--- config.mk ---
export PLATFORM = sky130hd
export DESIGN_NAME = iaie_ctrl
export DESIGN_NICKNAME = d
export VERILOG_FILES = /design/src/rtl/core/iaie_pkg.sv /design/src/rtl/core/iaie_ctrl.sv
export SDC_FILE = /design/constraint.sdc
export NUM_CORES = 1
export LEC_CHECK = 0
export BUFFER_PORTS_ARGS = -buffer_cell sky130_fd_sc_hd__clkbuf_2
export CELL_PAD_IN_SITES_DETAIL_PLACEMENT = 0
export CELL_PAD_IN_SITES_GLOBAL_PLACEMENT = 1
export CORE_AREA = 10 10 47 49
export DETAILED_ROUTE_END_ITERATION = 7
export DIE_AREA = 0 0 57 59
export PLACE_DENSITY_LB_ADDON = 0.1
export SLEW_MARGIN = 20
export SYNTH_ARGS = -nofsm -noshare
export SYNTH_HDL_FRONTEND = slang
export SYNTH_SLANG_ARGS = --single-unit
--- constraint.sdc ---
create_clock -name clk -period 2.3 [get_ports clk]
set_clock_uncertainty 0.2 [all_clocks]
set_input_delay 0.69 -clock clk [delete_from_list [all_inputs] [get_ports clk]]
set_output_delay 0.69 -clock clk [all_outputs]
set_load 0.005 [all_outputs]
--- src/rtl/core/iaie_pkg.sv ---
package iaie_pkg;

  localparam int FUNC_W = 2;
  localparam int POS_W  = 11;
  localparam int AMT_W  = 11;
  localparam int VAL_W  = 32;
  localparam int CNT_W  = 11;
  localparam int CAP_W  = 12;
  localparam int ST_W   = 2;

  localparam logic [FUNC_W-1:0] FN_INSERT = 2'd0;
  localparam logic [FUNC_W-1:0] FN_ERASE  = 2'd1;
  localparam logic [FUNC_W-1:0] FN_GET    = 2'd2;
  localparam logic [FUNC_W-1:0] FN_SET    = 2'd3;

  localparam logic [ST_W-1:0] ST_OK    = 2'd0;
  localparam logic [ST_W-1:0] ST_RANGE = 2'd1;
  localparam logic [ST_W-1:0] ST_FULL  = 2'd2;

  localparam logic [1:0] NX_SHIFT = 2'd0;
  localparam logic [1:0] NX_READ  = 2'd1;
  localparam logic [1:0] NX_DONE  = 2'd2;

  typedef struct packed {
    logic load_in;
    logic exec;
    logic step;
    logic commit;
    logic grab;
    logic load_out;
  } dp_cmd_t;

  typedef struct packed {
    logic [1:0] next_kind;
    logic       move_done;
    logic       out_free;
  } dp_sts_t;

endpackage

--- src/rtl/core/iaie_ctrl.sv ---
module iaie_ctrl import iaie_pkg::*; (
  input  logic    clk,
  input  logic    rst_n,
  input  logic    in_valid,
  output logic    in_ready,
  input  dp_sts_t sts,
  output dp_cmd_t cmd
);

  localparam logic [2:0] S_IDLE  = 3'd0;
  localparam logic [2:0] S_EXEC  = 3'd1;
  localparam logic [2:0] S_SHIFT = 3'd2;
  localparam logic [2:0] S_READ  = 3'd3;
  localparam logic [2:0] S_DONE  = 3'd4;

  logic [2:0] state_r;
  logic [2:0] state_nxt;

  assign in_ready = (state_r == S_IDLE);

  always_comb begin
    cmd       = '0;
    state_nxt = state_r;
    case (state_r)
      S_IDLE: begin
        if (in_valid) begin
          cmd.load_in = 1'b1;
          state_nxt   = S_EXEC;
        end
      end
      S_EXEC: begin
        cmd.exec = 1'b1;
        case (sts.next_kind)
          NX_SHIFT: state_nxt = S_SHIFT;
          NX_READ:  state_nxt = S_READ;
          default:  state_nxt = S_DONE;
        endcase
      end
      S_SHIFT: begin
        if (sts.move_done) begin
          cmd.commit = 1'b1;
          state_nxt  = S_DONE;
        end else begin
          cmd.step = 1'b1;
        end
      end
      S_READ: begin
        cmd.grab  = 1'b1;
        state_nxt = S_DONE;
      end
      S_DONE: begin
        if (sts.out_free) begin
          cmd.load_out = 1'b1;
          state_nxt    = S_IDLE;
        end
      end
      default: state_nxt = S_IDLE;
    endcase
  end

  always_ff @(posedge clk) begin
    if (!rst_n) begin
      state_r <= S_IDLE;
    end else begin
      state_r <= state_nxt;
    end
  end

endmodule

[Word-level counts from Yosys, hierarchy flattened]
Cells that the tools add are included.
W data, S select, Z words.
Operators by class
  add/subtract/negate cells: 0
  $mul: 0
  div/mod/pow operators: 0
  magnitude comparators: 0
  eq/ne operators: 8
  shift-type cells: 0
  multiplexer cells: 14
  bitwise operators: 0
  reduce and logical (&&, ||, !) cells: 3
Operators by type and width (number)
  $pmux W3 S5: 1
  $mux W3: 3
  $mux W1: 8
  $eq A3 B2 Y1 const B: 2
  $ne A2 B2 Y1 const B: 3
  $pmux W3 S2: 1
  $eq A3 B1 Y1 const B: 1
  $eq A3 B3 Y1 const B: 1
  $logic_not A3 Y1: 1
  $reduce_and A3 Y1: 1
  $eq A2 B1 Y1 const B: 1
  $logic_not A2 Y1: 1
  $mux W2: 1
Storage, ports and cells
  bits in registers: 3
  bits in latches: 0
  RAM bits: 0
  ROM bits: 0
  input port bits: 7
  output and inout port bits: 7
  memories: 0

[Longest topological paths before layout]
  word-level depth: 3
  gate-level depth with buffers: 4

[Worst setup path before layout]
Ideal clock, no wire load.
  path type: input to output
  start point: input sts[1] in the netlist's numbering
  end point: output cmd[3] in the netlist's numbering
  data arrival time: 990 ps
  data required time: 1410 ps
  setup slack: 420 ps
  stages on the path: 1
  path buffers: 0
  cell sequence: nor4b_2
On the way
  longest elaborated chain between the ends: 2
RTL lines
  from (decl): RTL line iaie_ctrl.sv:6  | input dp_sts_t sts,
  $mux W1: RTL line iaie_ctrl.sv:40  | if (sts.move_done) begin
  $mux W2: RTL line iaie_ctrl.sv:24  | case (state_r)
  to (decl): RTL line iaie_ctrl.sv:7  | output dp_cmd_t cmd
No other way between the ends.

==> flow_metrics.tcl <==
set metrics [dict create \
    fin_area_um2 363 \
    cts_made_buffers 3 \
    ys_warn_count 0 \
    ys_ff_latch 3 \
    ys_seq_area_frac 0.224 \
    start_util 0.191 \
    synth_flop_cell "dfxtp_1" \
    placed_area_um2 337 \
    final_util 0.259 \
    synth_edf_count 0 \
    async_flop_share 0 \
    max_slew_margin 0.704 \
    top_regs "state_r (3)" \
    largest_reg_flops 3 \
    critPathKind "in -> out" \
    cp.required_ps 1410 \
    die_h_um 59 \
    critPathBufInv 2 \
    dpl.cell_count 56 \
    setup_viol 0 \
    cp_max_fo 3 \
    p_leak_nw 0.164 \
    dpl.hpwl_um 609 \
    hp-class "reg -> reg" \
    cts_resized 0 \
    critPathMaxStageDelay_ps 290 \
    areaGrowthSynthToFinish_pct 35.5 \
    drive_above_1_share 0.545 \
    gp_congestion 0.665 \
    die_w_um 57 \
    slew_viol_final 0 \
    maxCapViolCount 0 \
    antenna_found_initial 0 \
    crit_family "simple AND/OR/NAND/NOR gates" \
    root_buffer "clkbuf_4" \
    tightest_slew_ps 444 \
    htreeDepth 1 \
    grt_pass1_wl_um 1350 \
    die-area_um2 3360 \
    ant_nets 0 \
    synth_cell_type_count 24 \
    drt_wl_total_um 774 \
    vias 267 \
    grt_overflow 0 \
    synth_top_family_by_area "simple AND/OR/NAND/NOR gates" \
    cpMaxStageDelayCell "nor4b_2" \
    drt_iter0_drc 4 \
    cts_max_path_buffers 2 \
    vdd_drop_max_mv 0.242 \
    clk_latency_ps 230 \
    postSynthCellCount 29 \
    ctsHoldBuffers 0 \
    rows 14 \
    antenna_cells 0 \
    core_area_um2 1400 \
    syn_area_per_cell_um2 9.23 \
    worstPathArrival_ps 1260 \
    clk_pin_slew_ps 30 \
    power.total_mw 0.283 \
    viasPerCell 4.45 \
    fin_crit_ps 2150 \
    synth_compound_area_frac 0.182 \
    grt.total_usage 0.0505 \
    mappedNetlistNets 36 \
    start_kind "input pin" \
    drt-pass1-iter-count 4 \
    port_buffers 13 \
    tns_ps 0 \
    regMostFlops "state_r" \
    grt_max_degree 13 \
    clkSinkCount 3 \
    layout.cells.non_filler 60 \
    synth_xor_area_frac 0 \
    synthMuxAreaShare 0.0374 \
    synth_simple_gate_area_frac 0.453 \
    drc 0 \
    cts_setup_buffers 0 \
    outcome "finished clean" \
    cts_tree "done" \
    ios 14 \
    period_share 0.933 \
    rsz0062_at_grt "no" \
    synthAdderAreaFrac 0 \
    nNetsFinal 52 \
    wl_per_cell_um 12.9 \
    first_global_vias 292 \
    cp-end-kind "primary output" \
    synth_area_um2 268 \
    crit_top_cell "clkbuf_2" \
    crit_chain "clkbuf_2 > nor4b_2 > clkbuf_2" \
    powerDensity_nw_per_um2 780 \
    hold_viol_final 0 \
    max_freq_mhz 466 \
]
## path summary, 6_finish.rpt
path / from / to / slack [ps] / cells after the start
worst max-delay path: sts[1] / cmd[3] / 150 / 3
worst min-delay path: state_r[0]$_SDFFE_PN0P_ / state_r[0]$_SDFFE_PN0P_ / 450 / 1
worst max register to register: state_r[2]$_SDFFE_PN0P_ / state_r[2]$_SDFFE_PN0P_ / 740 / 3
worst min register to register: state_r[0]$_SDFFE_PN0P_ / state_r[0]$_SDFFE_PN0P_ / 450 / 1
## cell families after synthesis
logic type | after synthesis
DFF | 3
AOI/OAI and AO/OA | 7
and+or+nand+nor | 14
buffers and inverters | 4
muxes | 1
## placed cells by master, fill, tap and decap left out, types with 2 or more instances in the layout
master,netlist,routed
a21oi_1,2,2
nor4b_2,2,2
clkbuf_4,0,3
dfxtp_1,3,3
clkbuf_2,0,13
nand2_1,2,2
## routing by layer
layer | track usage | wire length [um] | vias up
met5 | 0 | 0 | -
li1 | - | - | 138
met4 | 0.0302 | 0 | 0
met1 | 0.0615 | 363 | 119
met2 | 0.0698 | 343 | 10
met3 | 0.0236 | 67 | 0
## cell type report
type	count	area (um^2)
Clock buffer	4	26.3
Sequential cell	3	60.1
Multi-Input combinational cell	22	180
Tap cell	16	20.0
Inverter	1	3.75
Timing Repair Buffer	14	72.6
Fill cell	175	1040
## worst reg2reg max path, cell delays in order, from the launching register on
cell	delay, ps
dfxtp_1	580
or4b_1	490
o211ai_2	70
and3_1	150
## Yosys cell counts (2+ instances only)
master / instances / area (um^2)
dfxtp_1: 3 / 60.1
nor4b_2: 2 / 30.0
nand2_1: 2 / 7.51
a21oi_1: 2 / 10.0
## through the flow
stage | setup slack (ps) | hold slack, ps
detailed placement | 170 | 447
global route | 33.9 | 477
floorplan | 420 | 422
finish | 154 | 446
global placement | 165 | 444
CTS | 137 | 455
## report_power, final
part	internal (mW)	total [mW]	leakage, nW	switching [mW]
Clock	0.0649	0.0898	0.0150	0.0249
Combinational	0.0598	0.0997	0.125	0.0399
Sequential	0.0626	0.0936	0.0247	0.0311
Note: power is estimated with default switching activity, not from simulation.
